==> src/hw/rtl/bfdp_pkg.sv <==
// Shared types and constants for the bf16 row dot product block.
// Used by every module under hw/rtl except bfdp_ram; depends on nothing.
package bfdp_pkg;

  localparam int MAX_LENGTH     = 4096;
  localparam int ADDR_W         = $clog2(MAX_LENGTH);
  localparam int LEN_W          = 13;
  localparam int BLOCK_ELEMENTS = 32;
  localparam int BLOCK_SHIFT    = $clog2(BLOCK_ELEMENTS);
  localparam int QDEPTH         = 4;
  localparam int QPTR_W         = $clog2(QDEPTH);
  localparam int QCNT_W         = QPTR_W + 1;

  localparam logic [LEN_W-1:0] LEN_RESET = LEN_W'(BLOCK_ELEMENTS);
  localparam logic [LEN_W-1:0] LEN_MAX   = LEN_W'(MAX_LENGTH);
  localparam logic [31:0]      CANON_NAN = 32'h7FC0_0000;

  typedef enum logic {
    CMD_LOAD = 1'b0,
    CMD_ROW  = 1'b1
  } cmd_t;

  // Classification of one row element, worked out by the front end.
  typedef struct packed {
    logic [15:0] elem;
    logic        active;
    logic        block;
    logic        last;
    logic        err;
    logic        tail_nonempty;
  } row_tag_t;

  typedef struct packed {
    row_tag_t    tag;
    logic [15:0] query;
  } entry_t;

  typedef struct packed {
    logic              empty;
    logic [QCNT_W-1:0] count;
  } queue_status_t;

  typedef struct packed {
    logic        valid;
    logic [31:0] a;
    logic [31:0] b;
    logic        ftz;
  } add_req_t;

  typedef struct packed {
    logic        valid;
    logic [31:0] sum;
  } add_rsp_t;

  typedef enum logic [2:0] {
    ST_IDLE,
    ST_MUL,
    ST_ADD,
    ST_WAIT,
    ST_END,
    ST_FINAL,
    ST_FWAIT,
    ST_OUT
  } back_state_t;

endpackage

==> src/hw/rtl/bfdp_queue.sv <==
// Short queue of classified row elements between the front and back ends.
// Depends on bfdp_pkg.
module bfdp_queue
  import bfdp_pkg::*;
(
  input  logic          clk,
  input  logic          rst,
  input  logic          push,
  input  entry_t        push_data,
  input  logic          pop,
  output entry_t        head,
  output queue_status_t status
);

  entry_t            slots [QDEPTH];
  logic [QPTR_W-1:0] wr_ptr;
  logic [QPTR_W-1:0] rd_ptr;
  logic [QCNT_W-1:0] count;

  always_ff @(posedge clk) begin
    if (rst) begin
      wr_ptr <= '0;
      rd_ptr <= '0;
      count  <= '0;
    end else begin
      if (push) begin
        wr_ptr <= wr_ptr + 1'b1;
      end
      if (pop) begin
        rd_ptr <= rd_ptr + 1'b1;
      end
      count <= count + QCNT_W'(push) - QCNT_W'(pop);
    end
  end

  always_ff @(posedge clk) begin
    if (push) begin
      slots[wr_ptr] <= push_data;
    end
  end

  assign head         = slots[rd_ptr];
  assign status.empty = (count == '0);
  assign status.count = count;

endmodule

==> config.mk <==
export PLATFORM = sky130hd
export DESIGN_NAME = bfdp_queue
export DESIGN_NICKNAME = d
export VERILOG_FILES = /design/src/hw/rtl/bfdp_pkg.sv /design/src/hw/rtl/bfdp_queue.sv
export SDC_FILE = /design/constraint.sdc
export NUM_CORES = 1
export LEC_CHECK = 0
export BUFFER_PORTS_ARGS = -buffer_cell sky130_fd_sc_hd__clkbuf_2
export CAP_MARGIN = 30
export CORE_AREA = 10 10 88 166
export DETAILED_ROUTE_END_ITERATION = 6
export DIE_AREA = 0 0 98 176
export HOLD_SLACK_MARGIN = 0.03
export PLACE_DENSITY = 0.7
export REMOVE_ABC_BUFFERS = 1
export SLEW_MARGIN = 20
export SYNTH_ARGS = -nofsm -noshare
export SYNTH_HDL_FRONTEND = slang
export SYNTH_SLANG_ARGS = --single-unit
==> constraint.sdc <==
create_clock -name clk -period 3.6 [get_ports clk]
set_clock_uncertainty 0.2 [all_clocks]
set_input_delay 0.36 -clock clk [delete_from_list [all_inputs] [get_ports clk]]
set_output_delay 0.36 -clock clk [all_outputs]
set_load 0.01 [all_outputs]
==> metrics.md, run 1 <==
| Metric | Value |
|---|---|
| Ys flop type | edfxtp_1 |
| Status | completed |
| Routability cong. | ~0.70 |
| Worst hold start | pop |
| Final WS setup | between 1 and 1.5 ns |
| Setup CP Type | flop to primary output |
| Rel. slew slack | 65.66% |
| Startpoint types | flop |
| Sequential area share after synthesis | approximately four fifths |
| Non-filler cells in the finished layout | 531 |
| Post-Syn Area | 5828 um2 |
| Drt drc | 0 |
| Hold WS | roughly 0.085 ns |
| Origin of the critical flop-to-flop path | count[0] |
| Worst VDD drop | 0.0004871 V |
| Final core utilization | 61.67% |
| P&R area growth vs syn | 27.54% |
| Io pins | just over 80 |
| # setup viols final | 0 |
| Post-synthesis register bit count | 157 |
| Number of maximum-capacitance violations | 0 |
| Post-synth EDFFs | 148 |
| Drt first pass iters | 4 |
| Syn Inst Count | between 200 and 250 |
| Unrepaired setup endpoints after global routing | no |
| Dpl ws | 1.405 ns |
| DPL Wire Length | 6.790 mm |
| Clk Latency, worst-skew pair | ~0.4 ns |
| Worst Tran Pin Value | 0.5150 ns |
| Core area | 12050 um2 |
| Minimum clock period | 2.495 ns |
| N_diodes | 0 |
| Fin crit share | between 60% and 70% |
| Pin count of the biggest net entering global routing | 38 |
| Slew Viols, Final | 0 |
| Filler Cell Count | 843 |
| Hold Crit Depth | 3 |
| HP Class | input port to flop |
| Initial Util | approximately half |
| Top-area cell type share of the netlist area | 76.26% |
| Via Count | 2749 |
| Max FO, Critical Path | 21 |
| Sink Count | 157 |
| CTS tree | built |
| Setup TNS | 0 ns |
| Synth Warn # | 0 |
| Die area | 17250 um2 |
| Post-CTS Resized | 0 |
| LEAKAGE | 2.633 nW |
| DR iter-0 viols | around 170 |
| Ys async rst share | 0% |
| Placed Area | 6429 um2 |
| Power per cell area | 584.6 nW/um2 |
| Count of different cell masters after synthesis | 21 |
| Multi-input gate area | 1095 um2 |
| Via density | 5.177 |
| Antenna violations before repair | 0 |
| CP required | 3.04 ns |
| DRT antenna net count | 0 |
| Final WL | 10.49 mm |
| Register-to-Register Path Depth | 7 |
| Worst Setup End Kind | primary output |
| Die Y-Extent | around 180 um |
| Clk root buf | clkbuf_16 |
| CTS clk-pin slew, worst paths | 0.06 ns |
| H-tree Lvls | 4 |
| Syn avg cell area | ~25 um2 |
| Dpl cells | 460 |
| Sequential Area | 4627 um2 |
| Port Buffers | between 80 and 90 |
| Layout Nets | about 420 |
| Fmax | 0.4009 GHz |
| First-pass GRT wire length | 16.75 mm |
| Layout cell share with drive strength beyond 1 | 40.10% |
| TritonCTS buffer count | 17 |
| Total Power | between 4 and 5 mW |
| Max Root-Sink Buffers | 2 |
| Final Hold Violating Endpoints | 0 |
| Post-synth top cells | edfxtp_1 (148), mux4_2 (30), dfxtp_1 (9), mux4_1 (7) |
| GRT Overall Usage | 12.68% |
| Top post-synthesis cells by area | edfxtp_1 (76%), mux4_2 (12%), mux4_1 (3.2%) |
| Post-CTS Setup Inserts | 0 |
| Die Wd | 98 um |
| Final global-route overflow total | 0 |
| Cell taking the most area after synthesis | edfxtp_1 |
| CP arrival | 1.93 ns |
| Most frequent cell after synthesis | edfxtp_1 |
| WL/cell | between 15 and 20 um |
| Number of cell rows | 57 |
| Final Cell Area | 7433 um2 |
| Vias in the first global route | 3142 |
==> flip-flops by register name (all words and copies together) (netlist names), named ones only <==
name    cells
slots     148
count       3
wr_ptr      2
rd_ptr      2
==> worst paths after layout <==
check / endpoint / slack [ns]
worst max-delay path: head[5] / 1.11
worst min register to register: flop / 0.35
worst min-delay path: rd_ptr[0] / 0.09
worst max register to register: count[2] / 1.79
==> cells in the final DEF, fill, tap and decap left out, drive strengths merged, types with 2 or more instances in the layout <==
cell	instances
dfxtp	9
ha	6
nor2	5
clkbuf	99
clkinv	7
edfxtp	148
mux4	37
dlygate4sd3	38
xnor2	2
nor2b	2
buf	7
inv	9
bufinv	3
and2	4
==> area by class of cell <==
type | instances | area share (%)
sequential | 157 | 62.25
multi-input combinational | 63 | 14.73
timing repair buffer | 126 | 12.22
clock buffer | 18 | 5.773
tap | 147 | 2.474
clock inverter | 14 | 2.256
inverter | 6 | 0.3030
==> where the power goes <==
part	internal, mW	leakage [nW]	switching, mW
Combinational	0.232	0.909	0.220
Sequential	2.10	1.43	0.0350
Clock	1.09	0.290	0.669
==> critical path: stages (launching register included) <==
cell,delay (ns)
dfxtp_2,0.32
buf_4,0.37
mux4_1,0.66
clkbuf_2,0.16
==> kinds of logic (layout without fill, tap and decap cells) <==
group / after synthesis / count (layout) / share of synthesized area (%)
mux: 38 / 38 / 14.92
simple gates: 13 / 13 / 1.181
compound gates: 2 / 2 / 0.2575
xor+xnor: 3 / 3 / 0.7085
flops: 157 / 157 / 79.35
fa+ha+maj: 7 / 7 / 1.632
buf+inv: 14 / 164 / 1.953
==> layer usage <==
layer,global-route usage (%),wire length (um),part of all wire [%]
met1,12.84,3861,37
met2,22.76,5975,57
met3,3.796,409,3.9
met4,6.516,238,2.3
met5,0,0,0
==> timing repair <==
item                                   4_1_cts  5_1_grt
hold buffers                                38        0
endpoints found under the hold margin      154        0
setup endpoints to repair                    0        0
Power figures use the tool's default switching activity.
==> inputs of run 2 (changes only) <==
--- a/config.mk
+++ b/config.mk
@@ -11,7 +11,7 @@
 export DETAILED_ROUTE_END_ITERATION = 6
 export DIE_AREA = 0 0 98 176
 export HOLD_SLACK_MARGIN = 0.03
-export PLACE_DENSITY = 0.7
+export PLACE_DENSITY = 0.72
 export REMOVE_ABC_BUFFERS = 1
 export SLEW_MARGIN = 20
 export SYNTH_ARGS = -nofsm -noshare
==> constraint.sdc (replaced) <==
create_clock -name clk -period 2.05 [get_ports clk]
set_clock_uncertainty 0.2 [all_clocks]
set_input_delay 0.205 -clock clk [delete_from_list [all_inputs] [get_ports clk]]
set_output_delay 0.205 -clock clk [all_outputs]
set_load 0.01 [all_outputs]
==> run 2 against run 1 <==
Against the previous run: the run now ends with negative setup slack left; cell area up 3.2%; critical path depth unchanged; sequential power up 76%; die area unchanged; sequential share of layout area down 1.9 points.
==> metrics.md, run 2 (synthesis gave the netlist of run 1 again) <==
| Metric | Value |
|---|---|
| Final Hold Violating Endpoints | 0 |
| Layout cell share with drive strength beyond 1 | 43.04% |
| Worst VDD drop | between 0.0008 and 0.0009 V |
| Ordered cell list for the critical path | buf_12 > mux4_2 > clkbuf_2 |
| WL/cell | 20.24 um |
| Initial Util | 48.35% |
| Layout Nets | 430 |
| Number of maximum-capacitance violations | 0 |
| Power per cell area | 1073 nW/um2 |
| Final WL | 10.97 mm |
| Most frequent cells in the layout | edfxtp_1 (148), clkbuf_2 (77), dlygate4sd3_1 (41) |
| Die area | between 15000 and 20000 um2 |
| Via density | between 5 and 6 |
| CP required | 1.64 ns |
| Slew Viols, Final | 0 |
| Max Root-Sink Buffers | 2 |
| Sink Count | approximately 160 |
| Vias in the first global route | 3183 |
| HP Class | flop to flop |
| CTS clk-pin slew, worst paths | 0.06 ns |
| DR iter-0 viols | between 150 and 200 |
| DPL Wire Length | 6.991 mm |
| Final core utilization | about 64% |
| Crit-path slowest cell | mux4_2 |
| Worst Setup End Kind | primary output |
| Setup TNS | -2.430 ns |
| CP arrival | 1.74 ns |
| Io pins | a little over 80 |
| First-pass GRT wire length | about 17 mm |
| R2R Setup Slk | ~0.22 ns |
| Die Y-Extent | 176 um |
| P&R area growth vs syn | 31.58% |
| Drt first pass iters | 4 |
| Placed Area | 6491 um2 |
| H-tree Lvls | 4 |
| Final Cell Area | 7669 um2 |
| Max FO, Critical Path | 7 |
| Unrepaired setup endpoints after global routing | yes |
| Clk root buf | clkbuf_16 |
| Pin count of the biggest net entering global routing | 38 |
| Commonest non-fill, non-tap cell in the layout | edfxtp_1 |
| Biggest register | slots |
| Top Registers | slots x148, count x3 |
| Final global-route overflow total | 0 |
| Rel. slew slack | 67.70% |
| Via Count | 2809 |
| TritonCTS buffer count | 17 |
| Fin crit share | 104.6% |
| Drt drc | 0 |
| Total Power | 8.226 mW |
| Core area | around 12000 um2 |
| Fmax | 0.4666 GHz |
| LEAKAGE | roughly 2.7 nW |
| Number of cell rows | 57 |
| CP peak stage delay | 0.53 ns |
| CTS tree | built |
| Clk Latency, worst-skew pair | 0.41 ns |
| Largest register FFs | approximately 150 |
| Startpoint types | flop |
| GRT Overall Usage | 13.25% |
| Worst Tran Pin Value | 0.4844 ns |
| # setup viols final | 37 |
| Final WS setup | -0.09339 ns |
| Port Buffers | 81 |
| N_diodes | 0 |
| DRT antenna net count | 0 |
| Antenna violations before repair | 0 |
| Failing checks | negative setup slack |
| Setup CP Type | flop to primary output |
| Status | finished, violations left |
| Minimum clock period | 2.143 ns |
| Die Wd | 98 um |
| Routability cong. | 0.7180 |
run 2: cell types whose count changed in the layout (fill, tap and decap cells not counted), sizes merged:
cell / before / now
buf: 7 / 18
inv: 9 / 8
clkbuf: 99 / 96
clkinv: 7 / 3
dlygate4sd3: 38 / 41
clkinvlp: 1 / 2
bufinv: 3 / 7
run 2: repair_timing:
action	4_1_cts	5_1_grt
gates resized for setup	9	12
gates cloned	1	1
hold endpoints to repair	157	0
hold buffers	41	0
pin swaps	0	0
buffers inserted	2	0
setup endpoints to repair	36	37
run 2: cell type report:
cell class | count | area [um2]
Sequential cell | 157 | 4629
Fill cell | 816 | 4384
Timing Repair Buffer | 137 | 1071
Multi-Input combinational cell | 63 | 1069
Clock buffer | 18 | 429.2
Clock inverter | 14 | 264.0
Tap cell | 147 | 183.9
Inverter | 6 | 22.52
run 2: through the flow:
step	worst slack, ns	hold slack, ns	cells
3_3_place_gp	0.09311	0.2210	464
4_1_cts	-0.1436	0.3224	541
5_1_grt	-0.1638	0.3344	542
6_report	-0.09339	0.3422	542
2_1_floorplan	-0.6750	0.07661	226
3_5_place_dp	0.1980	0.2254	465
run 2: worst paths after layout:
path | start | endpoint | depth (start not counted)
setup / recovery | flop | head[13] | 3
setup reg to reg | count[0] | count[2] | 7
hold / removal | rd_ptr[1] | flop | 2
hold reg to reg | rd_ptr[1] | flop | 2
run 2: worst max-delay path: cells and delay by family (launching register included):
kind	cells	cell delay, ns
buffers and inverters	2	0.33
flip-flops	1	0.48
multiplexers	1	0.53
run 2: power breakdown:
part           switching, mW  total, mW  internal, mW
registers             0.0631       3.75          3.68
clock network           1.18       3.60          2.41
logic                  0.413      0.883         0.470
total                   1.66       8.23          6.57
run 2: layer usage:
| layer | track usage (%) | share of wire, % | up-vias |
|---|---|---|---|
| li1 | - | - | 1281 |
| met2 | 24.56 | 58 | 86 |
| met3 | 4.462 | 4.6 | 16 |
| met5 | 0 | 0 | - |
| met1 | 12.51 | 36 | 1426 |
| met4 | 6.456 | 1.6 | 0 |
