===== src/hw/rtl/bfdp_pkg.sv =====
// Shared types and constants for the bf16 row dot product block.
// Used by every module under hw/rtl except bfdp_ram; depends on nothing.
package bfdp_pkg;

  localparam int MAX_LENGTH     = 4096;
  localparam int ADDR_W         = $clog2(MAX_LENGTH);
  localparam int LEN_W          = 13;
  localparam int BLOCK_ELEMENTS = 32;
  localparam int BLOCK_SHIFT    = $clog2(BLOCK_ELEMENTS);
  localparam int QDEPTH         = 4;
  localparam int QPTR_W         = $clog2(QDEPTH);
  localparam int QCNT_W         = QPTR_W + 1;

  localparam logic [LEN_W-1:0] LEN_RESET = LEN_W'(BLOCK_ELEMENTS);
  localparam logic [LEN_W-1:0] LEN_MAX   = LEN_W'(MAX_LENGTH);
  localparam logic [31:0]      CANON_NAN = 32'h7FC0_0000;

  typedef enum logic {
    CMD_LOAD = 1'b0,
    CMD_ROW  = 1'b1
  } cmd_t;

  // Classification of one row element, worked out by the front end.
  typedef struct packed {
    logic [15:0] elem;
    logic        active;
    logic        block;
    logic        last;
    logic        err;
    logic        tail_nonempty;
  } row_tag_t;

  typedef struct packed {
    row_tag_t    tag;
    logic [15:0] query;
  } entry_t;

  typedef struct packed {
    logic              empty;
    logic [QCNT_W-1:0] count;
  } queue_status_t;

  typedef struct packed {
    logic        valid;
    logic [31:0] a;
    logic [31:0] b;
    logic        ftz;
  } add_req_t;

  typedef struct packed {
    logic        valid;
    logic [31:0] sum;
  } add_rsp_t;

  typedef enum logic [2:0] {
    ST_IDLE,
    ST_MUL,
    ST_ADD,
    ST_WAIT,
    ST_END,
    ST_FINAL,
    ST_FWAIT,
    ST_OUT
  } back_state_t;

endpackage


===== src/hw/rtl/bfdp_fp_add.sv =====
// Four-stage fp32 adder: align, add, leading-zero count, normalize and round.
// Round to nearest even, optional flush of a subnormal sum. Depends on bfdp_pkg.
module bfdp_fp_add
  import bfdp_pkg::*;
(
  input  logic     clk,
  input  logic     rst,
  input  add_req_t req,
  output add_rsp_t rsp
);

  // Stage 1: unpack, order by magnitude, align the smaller operand.
  logic        s1_valid, s1_special, s1_sign, s1_sub, s1_zsign, s1_ftz;
  logic [31:0] s1_spec_val;
  logic [7:0]  s1_exp;
  logic [26:0] s1_big, s1_small;

  logic        a_nan, b_nan, a_inf, b_inf, a_big;
  logic [31:0] big_op, small_op;
  logic [7:0]  e_big, e_small, shift_dist;
  logic [26:0] m_big, m_small, m_shift;
  logic        sticky;

  always_comb begin
    a_nan      = (req.a[30:23] == 8'hFF) && (req.a[22:0] != '0);
    b_nan      = (req.b[30:23] == 8'hFF) && (req.b[22:0] != '0);
    a_inf      = (req.a[30:23] == 8'hFF) && (req.a[22:0] == '0);
    b_inf      = (req.b[30:23] == 8'hFF) && (req.b[22:0] == '0);
    a_big      = (req.a[30:0] >= req.b[30:0]);
    big_op     = a_big ? req.a : req.b;
    small_op   = a_big ? req.b : req.a;
    e_big      = (big_op[30:23] != '0) ? big_op[30:23] : 8'd1;
    e_small    = (small_op[30:23] != '0) ? small_op[30:23] : 8'd1;
    shift_dist = e_big - e_small;
    m_big      = {(big_op[30:23] != '0), big_op[22:0], 3'b000};
    m_small    = {(small_op[30:23] != '0), small_op[22:0], 3'b000};
    m_shift    = m_small >> shift_dist;
    sticky     = ((m_shift << shift_dist) != m_small);
  end

  always_ff @(posedge clk) begin
    if (rst) begin
      s1_valid <= 1'b0;
    end else begin
      s1_valid <= req.valid;
    end
  end

  always_ff @(posedge clk) begin
    s1_special  <= a_nan || b_nan || a_inf || b_inf;
    if (a_nan || b_nan || (a_inf && b_inf && (req.a[31] != req.b[31]))) begin
      s1_spec_val <= CANON_NAN;
    end else if (a_inf) begin
      s1_spec_val <= req.a;
    end else begin
      s1_spec_val <= req.b;
    end
    s1_sign  <= big_op[31];
    s1_sub   <= big_op[31] ^ small_op[31];
    s1_zsign <= req.a[31] & req.b[31];
    s1_ftz   <= req.ftz;
    s1_exp   <= e_big;
    s1_big   <= m_big;
    s1_small <= {m_shift[26:1], m_shift[0] | sticky};
  end

  // Stage 2: magnitude add or subtract.
  logic        s2_valid, s2_special, s2_sign, s2_zsign, s2_ftz;
  logic [31:0] s2_spec_val;
  logic [7:0]  s2_exp;
  logic [27:0] s2_sum;

  always_ff @(posedge clk) begin
    if (rst) begin
      s2_valid <= 1'b0;
    end else begin
      s2_valid <= s1_valid;
    end
  end

  always_ff @(posedge clk) begin
    s2_special  <= s1_special;
    s2_spec_val <= s1_spec_val;
    s2_sign     <= s1_sign;
    s2_zsign    <= s1_zsign;
    s2_ftz      <= s1_ftz;
    s2_exp      <= s1_exp;
    s2_sum      <= s1_sub ? ({1'b0, s1_big} - {1'b0, s1_small})
                          : ({1'b0, s1_big} + {1'b0, s1_small});
  end

  // Stage 3: leading-zero count, limited so the exponent stays at one or more.
  logic        s3_valid, s3_special, s3_sign, s3_zsign, s3_ftz, s3_zero;
  logic [31:0] s3_spec_val;
  logic [8:0]  s3_exp;
  logic [26:0] s3_mant;
  logic [4:0]  s3_shamt;

  logic [4:0]  lz;
  logic [7:0]  lz_limit;

  always_comb begin
    lz = 5'd27;
    for (int i = 0; i < 27; i++) begin
      if (s2_sum[i]) begin
        lz = 5'(26 - i);
      end
    end
    lz_limit = s2_exp - 8'd1;
  end

  always_ff @(posedge clk) begin
    if (rst) begin
      s3_valid <= 1'b0;
    end else begin
      s3_valid <= s2_valid;
    end
  end

  always_ff @(posedge clk) begin
    s3_special  <= s2_special;
    s3_spec_val <= s2_spec_val;
    s3_sign     <= s2_sign;
    s3_zsign    <= s2_zsign;
    s3_ftz      <= s2_ftz;
    s3_zero     <= (s2_sum == '0);
    if (s2_sum[27]) begin
      s3_mant  <= {s2_sum[27:2], |s2_sum[1:0]};
      s3_exp   <= {1'b0, s2_exp} + 9'd1;
      s3_shamt <= '0;
    end else begin
      s3_mant  <= s2_sum[26:0];
      s3_exp   <= {1'b0, s2_exp};
      s3_shamt <= ({3'b000, lz} < lz_limit) ? lz : lz_limit[4:0];
    end
  end

  // Stage 4: shift, round to nearest even, pack.
  logic [26:0] m_norm;
  logic [9:0]  e_norm, e_round;
  logic        round_up;
  logic [24:0] sig_wide;
  logic [23:0] sig;
  logic [31:0] packed_val;

  always_comb begin
    m_norm   = s3_mant << s3_shamt;
    e_norm   = {1'b0, s3_exp} - {5'b0, s3_shamt};
    round_up = m_norm[2] & (m_norm[1] | m_norm[0] | m_norm[3]);
    sig_wide = {1'b0, m_norm[26:3]} + 25'(round_up);
    if (sig_wide[24]) begin
      sig     = sig_wide[24:1];
      e_round = e_norm + 10'd1;
    end else begin
      sig     = sig_wide[23:0];
      e_round = e_norm;
    end
    if (s3_special) begin
      packed_val = s3_spec_val;
    end else if (s3_zero) begin
      packed_val = {s3_zsign, 31'b0};
    end else if (!sig[23]) begin
      packed_val = {s3_sign, 8'd0, sig[22:0]};
    end else if (e_round >= 10'd255) begin
      packed_val = {s3_sign, 8'hFF, 23'b0};
    end else begin
      packed_val = {s3_sign, e_round[7:0], sig[22:0]};
    end
    if (s3_ftz && (packed_val[30:23] == '0)) begin
      packed_val = {packed_val[31], 31'b0};
    end
  end

  always_ff @(posedge clk) begin
    if (rst) begin
      rsp.valid <= 1'b0;
    end else begin
      rsp.valid <= s3_valid;
    end
    rsp.sum <= packed_val;
  end

endmodule


===== src/hw/rtl/bfdp_back.sv =====
// Back end: multiplies each queued element pair, accumulates block and tail
// sums through the shared adder, and queues finished results.
// Depends on bfdp_pkg and bfdp_fp_add.
module bfdp_back
  import bfdp_pkg::*;
(
  input  logic          clk,
  input  logic          rst,
  input  logic          cfg_clear,
  input  entry_t        q_head,
  input  queue_status_t q_status,
  output logic          q_pop,
  output logic          empty,
  input  logic          pop,
  output logic [31:0]   dot_product,
  output logic          error
);

  // Exact bf16 product as fp32; rounding only happens in the subnormal range.
  function automatic logic [31:0] bf16_mul(input logic [15:0] a, input logic [15:0] b,
                                           input logic daz);
    logic [7:0]         ea, eb;
    logic [6:0]         fa, fb;
    logic               nan_a, nan_b, inf_a, inf_b, zero_a, zero_b, sign;
    logic [7:0]         ma, mb, xa, xb;
    logic [15:0]        p;
    logic [4:0]         k;
    logic [8:0]         xsum;
    logic signed [10:0] ebias, t, negt;
    logic [4:0]         s;
    logic [33:0]        wide;
    logic [15:0]        ip;
    logic [23:0]        frac;
    logic [31:0]        res;
    ea = a[14:7];
    eb = b[14:7];
    fa = (daz && (ea == '0)) ? 7'd0 : a[6:0];
    fb = (daz && (eb == '0)) ? 7'd0 : b[6:0];
    sign   = a[15] ^ b[15];
    nan_a  = (ea == 8'hFF) && (fa != '0);
    nan_b  = (eb == 8'hFF) && (fb != '0);
    inf_a  = (ea == 8'hFF) && (fa == '0);
    inf_b  = (eb == 8'hFF) && (fb == '0);
    zero_a = (ea == '0) && (fa == '0);
    zero_b = (eb == '0) && (fb == '0);
    ma = {(ea != '0), fa};
    mb = {(eb != '0), fb};
    xa = (ea != '0) ? ea : 8'd1;
    xb = (eb != '0) ? eb : 8'd1;
    p  = ma * mb;
    k  = '0;
    for (int i = 0; i < 16; i++) begin
      if (p[i]) begin
        k = 5'(i);
      end
    end
    xsum  = {1'b0, xa} + {1'b0, xb};
    ebias = $signed({6'b0, k}) + $signed({2'b0, xsum}) - 11'sd141;
    t     = $signed({2'b0, xsum}) - 11'sd119;
    negt  = -t;
    s     = (negt > 11'sd18) ? 5'd18 : negt[4:0];
    wide  = {p, 18'b0} >> s;
    ip    = wide[33:18];
    if (nan_a || nan_b || (inf_a && zero_b) || (inf_b && zero_a)) begin
      res = CANON_NAN;
    end else if (inf_a || inf_b) begin
      res = {sign, 8'hFF, 23'b0};
    end else if (zero_a || zero_b) begin
      res = {sign, 31'b0};
    end else if (ebias >= 11'sd255) begin
      res = {sign, 8'hFF, 23'b0};
    end else if (ebias >= 11'sd1) begin
      frac = 24'(p) << (5'd23 - k);
      res  = {sign, ebias[7:0], frac[22:0]};
    end else begin
      if (t >= 11'sd0) begin
        frac = 24'(p) << t[4:0];
      end else begin
        frac = 24'(ip) + 24'(wide[17] & ((|wide[16:0]) | ip[0]));
      end
      res = {sign, 7'b0, frac};
    end
    return res;
  endfunction

  function automatic logic [31:0] canon(input logic [31:0] v);
    return ((v[30:23] == 8'hFF) && (v[22:0] != '0)) ? CANON_NAN : v;
  endfunction

  back_state_t state, state_next;
  entry_t      cur;
  logic [31:0] prod;
  logic [31:0] block_sum;
  logic [31:0] tail_sum;
  logic [31:0] res_val;
  logic        res_err;
  add_req_t    add_req;
  add_rsp_t    add_rsp;
  logic        out_push;
  logic        out_full;

  logic [32:0] ofifo [2];
  logic        o_wr, o_rd;
  logic [1:0]  o_count;

  always_comb begin
    state_next = state;
    case (state)
      ST_IDLE:  if (!q_status.empty) state_next = ST_MUL;
      ST_MUL:   state_next = cur.tag.active ? ST_ADD : ST_END;
      ST_ADD:   state_next = ST_WAIT;
      ST_WAIT:  if (add_rsp.valid) state_next = ST_END;
      ST_END: begin
        if (!cur.tag.last) begin
          state_next = ST_IDLE;
        end else if (!cur.tag.err && cur.tag.tail_nonempty) begin
          state_next = ST_FINAL;
        end else begin
          state_next = ST_OUT;
        end
      end
      ST_FINAL: state_next = ST_FWAIT;
      ST_FWAIT: if (add_rsp.valid) state_next = ST_OUT;
      ST_OUT:   if (!out_full) state_next = ST_IDLE;
      default:  state_next = ST_IDLE;
    endcase
  end

  always_comb begin
    q_pop       = 1'b0;
    add_req     = '0;
    out_push    = 1'b0;
    case (state)
      ST_IDLE: q_pop = !q_status.empty;
      ST_ADD: begin
        add_req.valid = 1'b1;
        add_req.a     = cur.tag.block ? block_sum : tail_sum;
        add_req.b     = prod;
        add_req.ftz   = cur.tag.block;
      end
      ST_FINAL: begin
        add_req.valid = 1'b1;
        add_req.a     = block_sum;
        add_req.b     = tail_sum;
        add_req.ftz   = 1'b0;
      end
      ST_OUT:  out_push = !out_full;
      default: ;
    endcase
  end

  always_ff @(posedge clk) begin
    if (rst) begin
      state <= ST_IDLE;
    end else begin
      state <= state_next;
    end
  end

  always_ff @(posedge clk) begin
    if (q_pop) begin
      cur <= q_head;
    end
    if (state == ST_MUL) begin
      prod <= bf16_mul(cur.tag.elem, cur.query, cur.tag.block);
    end
    if (state == ST_END) begin
      res_err <= cur.tag.err;
      res_val <= cur.tag.err ? 32'd0 : canon(block_sum);
    end else if ((state == ST_FWAIT) && add_rsp.valid) begin
      res_val <= canon(add_rsp.sum);
    end
  end

  // Sums go back to +0 after each result and on a length write.
  always_ff @(posedge clk) begin
    if (rst || cfg_clear || out_push) begin
      block_sum <= '0;
      tail_sum  <= '0;
    end else if ((state == ST_WAIT) && add_rsp.valid) begin
      if (cur.tag.block) begin
        block_sum <= add_rsp.sum;
      end else begin
        tail_sum <= add_rsp.sum;
      end
    end
  end

  bfdp_fp_add u_add (
    .clk(clk),
    .rst(rst),
    .req(add_req),
    .rsp(add_rsp)
  );

  // Two-word result queue so the sequencer can go on while a result waits.
  assign out_full = (o_count == 2'd2);
  assign empty    = (o_count == 2'd0);

  always_ff @(posedge clk) begin
    if (rst) begin
      o_wr    <= 1'b0;
      o_rd    <= 1'b0;
      o_count <= '0;
    end else begin
      if (out_push) begin
        o_wr <= ~o_wr;
      end
      if (pop && !empty) begin
        o_rd <= ~o_rd;
      end
      o_count <= o_count + 2'(out_push) - 2'(pop && !empty);
    end
  end

  always_ff @(posedge clk) begin
    if (out_push) begin
      ofifo[o_wr] <= {res_err, res_val};
    end
  end

  assign dot_product = ofifo[o_rd][31:0];
  assign error       = ofifo[o_rd][32];

endmodule


===== config.mk =====
export PLATFORM = sky130hd
export DESIGN_NAME = bfdp_back
export DESIGN_NICKNAME = d
export VERILOG_FILES = /design/src/hw/rtl/bfdp_pkg.sv /design/src/hw/rtl/bfdp_fp_add.sv /design/src/hw/rtl/bfdp_back.sv
export SDC_FILE = /design/constraint.sdc
export NUM_CORES = 2
export LEC_CHECK = 0
export ABC_AREA = 1
export BUFFER_PORTS_ARGS = -buffer_cell sky130_fd_sc_hd__buf_2
export CAP_MARGIN = 15
export CELL_PAD_IN_SITES_DETAIL_PLACEMENT = 0
export CELL_PAD_IN_SITES_GLOBAL_PLACEMENT = 1
export CORE_ASPECT_RATIO = 1.4
export CORE_MARGIN = 2
export CORE_UTILIZATION = 40
export DETAILED_ROUTE_END_ITERATION = 6
export HOLD_SLACK_MARGIN = 0.1
export PLACE_DENSITY = 0.79
export RECOVER_POWER = 25
export SLEW_MARGIN = 10
export SYNTH_ARGS = -nofsm -noshare
export SYNTH_HDL_FRONTEND = slang
export SYNTH_SLANG_ARGS = --single-unit

===== constraint.sdc =====
create_clock -name clk -period 8.24 [get_ports clk]
set_clock_uncertainty 0.05 [all_clocks]
set_input_delay 0.824 -clock clk [delete_from_list [all_inputs] [get_ports clk]]
set_output_delay 0.824 -clock clk [all_outputs]
set_load 0.005 [all_outputs]

==> reports/results.ini <==
[status]
status = finished, final reports clean

[min_path]
holdCritPathClass = reg -> reg

[timing]
setup_viol = 0
hold_violations = 0
slew_viol_final = 0
fin_crit_sh_pct = 99.6
timing.fmax_mhz = 122
finalCriticalPeriod_ns = 8.20
rsz0062_at_grt = yes
fin_ws_ns = 0.0351
worst_slew_pin_slew_ns = 1.18
max-slew-margin-rel_pct = 20.4

[logic_synthesis]
yosysWarnings = 0
synth-async-reset-ratio_pct = 0
synth_top_area_share_pct = 21.0
avgSynthCellArea_um2 = 7.25
yosys-top-cells-area = dfxtp_1 21%, edfxtp_1 15%, nand2_1 14%
ys_seq_elements = 522
synth_edf_count = 168
ys_types = 76
synth-main-ff-cell = dfxtp_1
synthesis.area_mm2 = 0.0337
syn_nets = 4898
synthCells = 4645
yosysSeqAreaShare_pct = 36.0
synth_top_cell_by_area = dfxtp_1

[detailed_routing]
post_drt_wl_per_cell_um = 18.9
vias = 31700
via_per_inst = 5.34
drt-total-wl_um = 112000
drc = 0
drt_pass1_iterations = 6
drt_iter0_drc = 2654
antenna_left = 0

[setup_path]
cpMostUsedCell = inv_2
required_ns = 8.63
path_class = reg -> reg
critPathSlowestCell = fa_1
arrival_ns = 8.60
endpoint_kind = flop
max_stage_delay_ns = 0.58
critPathMaxFanout = 7
worstSetupStartpointType = flop

[placed_design]
dpl.cell_count = 5826
dp_slack_ns = -0.740
io_buffers = 76
gp_congestion = 0.971
hpwl_um = 87900

[clocking]
insertion_delay_ns = 0.63
tritoncts.num_buffers = 49
clock_sinks = 522
cts_buffer_depth = 3
holdBufCountCts = 0
cts_root_buffer = clkbuf_16
cts_tree = built
cts_htree_levels = 2
path_clk_slew_ns = 0.07

[global_route]
overflow = 0
grt.total_usage_pct = 25.0
grt_pass1_vias = 30600
grt_max_degree = 73
grt_pass1_wl_um = 171000
antenna_found_initial = 1

[die]
core-area_mm2 = 0.0832
start_util_pct = 40.5
num_rows = 125
die_area_mm2 = 0.0866
ioPinCount = 80
die_h_um = 347
die_w_um = 249

[final_layout]
fin_nets = 5075
area_delta_synth_final_pct = 15.6
final_util_pct = 46.8
antennaDiodeCount = 0
fin_cells = 5941
final_layout_size_suffix_gt1_share_pct = 14.9

[job]
maxCapViolCount = 0

-- critical path: cells and delay by family, from the launching register on --
family / cells / cell delay (ns)
adder cells (fa/ha/maj): 8 / 3.14
AO/OA/AOI/OAI: 8 / 1.21
XOR/XNOR: 1 / 0.24
buffers and inverters: 11 / 1.04
flip-flops: 1 / 0.43
AND/OR/NAND/NOR: 16 / 1.89
-- per-layer routing --
| layer | up-vias | global-route usage (%) | routed length [um] |
|---|---|---|---|
| met2 | 964 | 47.1 | 57900 |
| met4 | 2 | 13.3 | 6430 |
| met5 | - | 0 | 13 |
| met3 | 309 | 2.23 | 5110 |
| met1 | 14600 | 27.8 | 42600 |
| li1 | 15800 | - | - |
-- worst paths after layout --
path | start | to | slack (ns) | cells after the start
hold / removal | u_add.s2_spec_val[17] | u_add.s3_spec_val[17] | 0.24 | 0
setup reg to reg | cur[11] | prod[22] | 0.04 | 44
setup / recovery | cur[11] | prod[22] | 0.04 | 44
hold reg to reg | u_add.s2_spec_val[17] | u_add.s3_spec_val[17] | 0.24 | 0
-- logic make-up (layout without fill, tap and decap cells) --
group                    Yosys count  count (layout)  synth area share, %
adder cells (fa/ha/maj)          208             208                 8.64
multiplexers                      51              51                 1.64
buffers and inverters            716             932                 8.51
flip-flops                       522             522                 36.0
AO/OA/AOI/OAI                    732             732                 12.9
XOR/XNOR                          83              83                 2.16
AND/OR/NAND/NOR                 2333            2334                 30.1
-- registers in the layout, summed over array words and instances, names as in the netlist, 28 cells and up, named ones only --
register / cells
u_add.rsp: 33
u_add.s2_sum: 28
u_add.s1_spec_val: 32
u_add.s2_spec_val: 32
prod: 32
block_sum: 32
u_add.s3_spec_val: 32
res_val: 32
cur: 37
tail_sum: 32
ofifo: 66
-- area by class of cell --
class                           instances  area [um2]
Clock buffer                           60        1360
Timing Repair Buffer                  325        2300
Fill cell                            8529       44300
Multi-Input combinational cell       3408       19500
Tap cell                             1079        1350
Sequential cell                       522       12100
Clock inverter                         31         368
Inverter                              516        1970
-- what timing repair did --
item | CTS | global route
pin swaps | 51 | 69
endpoints found under the hold margin | 0 | 0
gates cloned | 0 | 2
setup buffers | 15 | 14
gates resized for setup | 70 | 119
endpoints found under the setup margin | 32 | 32
-- through the flow --
stage,instance area (um2),TNS (ns),hold WS [ns]
finish,38900,0,0.242
global route,38900,-9.83,0.258
global placement,36300,-20.91,0.260
detailed placement,36300,-19.16,0.262
floorplan,33700,0,0.260
CTS,38500,-2.08,0.253
-- synth_stat cells, drive strengths merged (2+ instances only) --
cell type  count
fa            41
a211oi        51
clkinv         6
o21a          10
nand3b         5
a31oi         17
o211ai        23
and2           8
clkbuf       132
o221ai         6
nand4         68
buf           68
o22ai         12
xor2          61
o32ai         16
inv          510
a22oi         61
o31ai         11
and3           3
dfxtp        354
a21boi        18
or4            4
a21oi        172
xnor2         22
mux2          33
edfxtp       168
nor3          60
o21bai         8
o41ai          2
or2           12
a32oi          2
nor2         401
nand2       1234
a21o           2
mux2i         18
nand3        505
o21ai        312
ha           167
nor4          32
-- placed cells by master (no fill, tap or decap), types with 15 or more instances in the layout --
| master | count |
|---|---|
| nand2_1 | 1184 |
| nand3_1 | 490 |
| inv_1 | 467 |
| dfxtp_1 | 354 |
| nor2_1 | 325 |
| o21ai_0 | 237 |
| buf_4 | 234 |
| edfxtp_1 | 168 |
| a21oi_1 | 156 |
| ha_1 | 155 |
| buf_2 | 70 |
| nand4_1 | 66 |
| nor2_2 | 57 |
| xor2_1 | 56 |
| a22oi_1 | 56 |
| o21ai_1 | 54 |
| nor3_1 | 51 |
| a211oi_1 | 51 |
| clkbuf_16 | 51 |
| nand2_2 | 38 |
| inv_2 | 37 |
| fa_1 | 34 |
| mux2_2 | 33 |
| nor4_1 | 25 |
| o211ai_1 | 23 |
| xnor2_1 | 21 |
| o21ai_2 | 20 |
| nor2_4 | 19 |
| mux2i_1 | 18 |
| o32ai_1 | 16 |
| a21oi_2 | 15 |
Power is not shown: default switching activity piles up to over one toggle a cycle in this logic, so the estimate is an artifact.
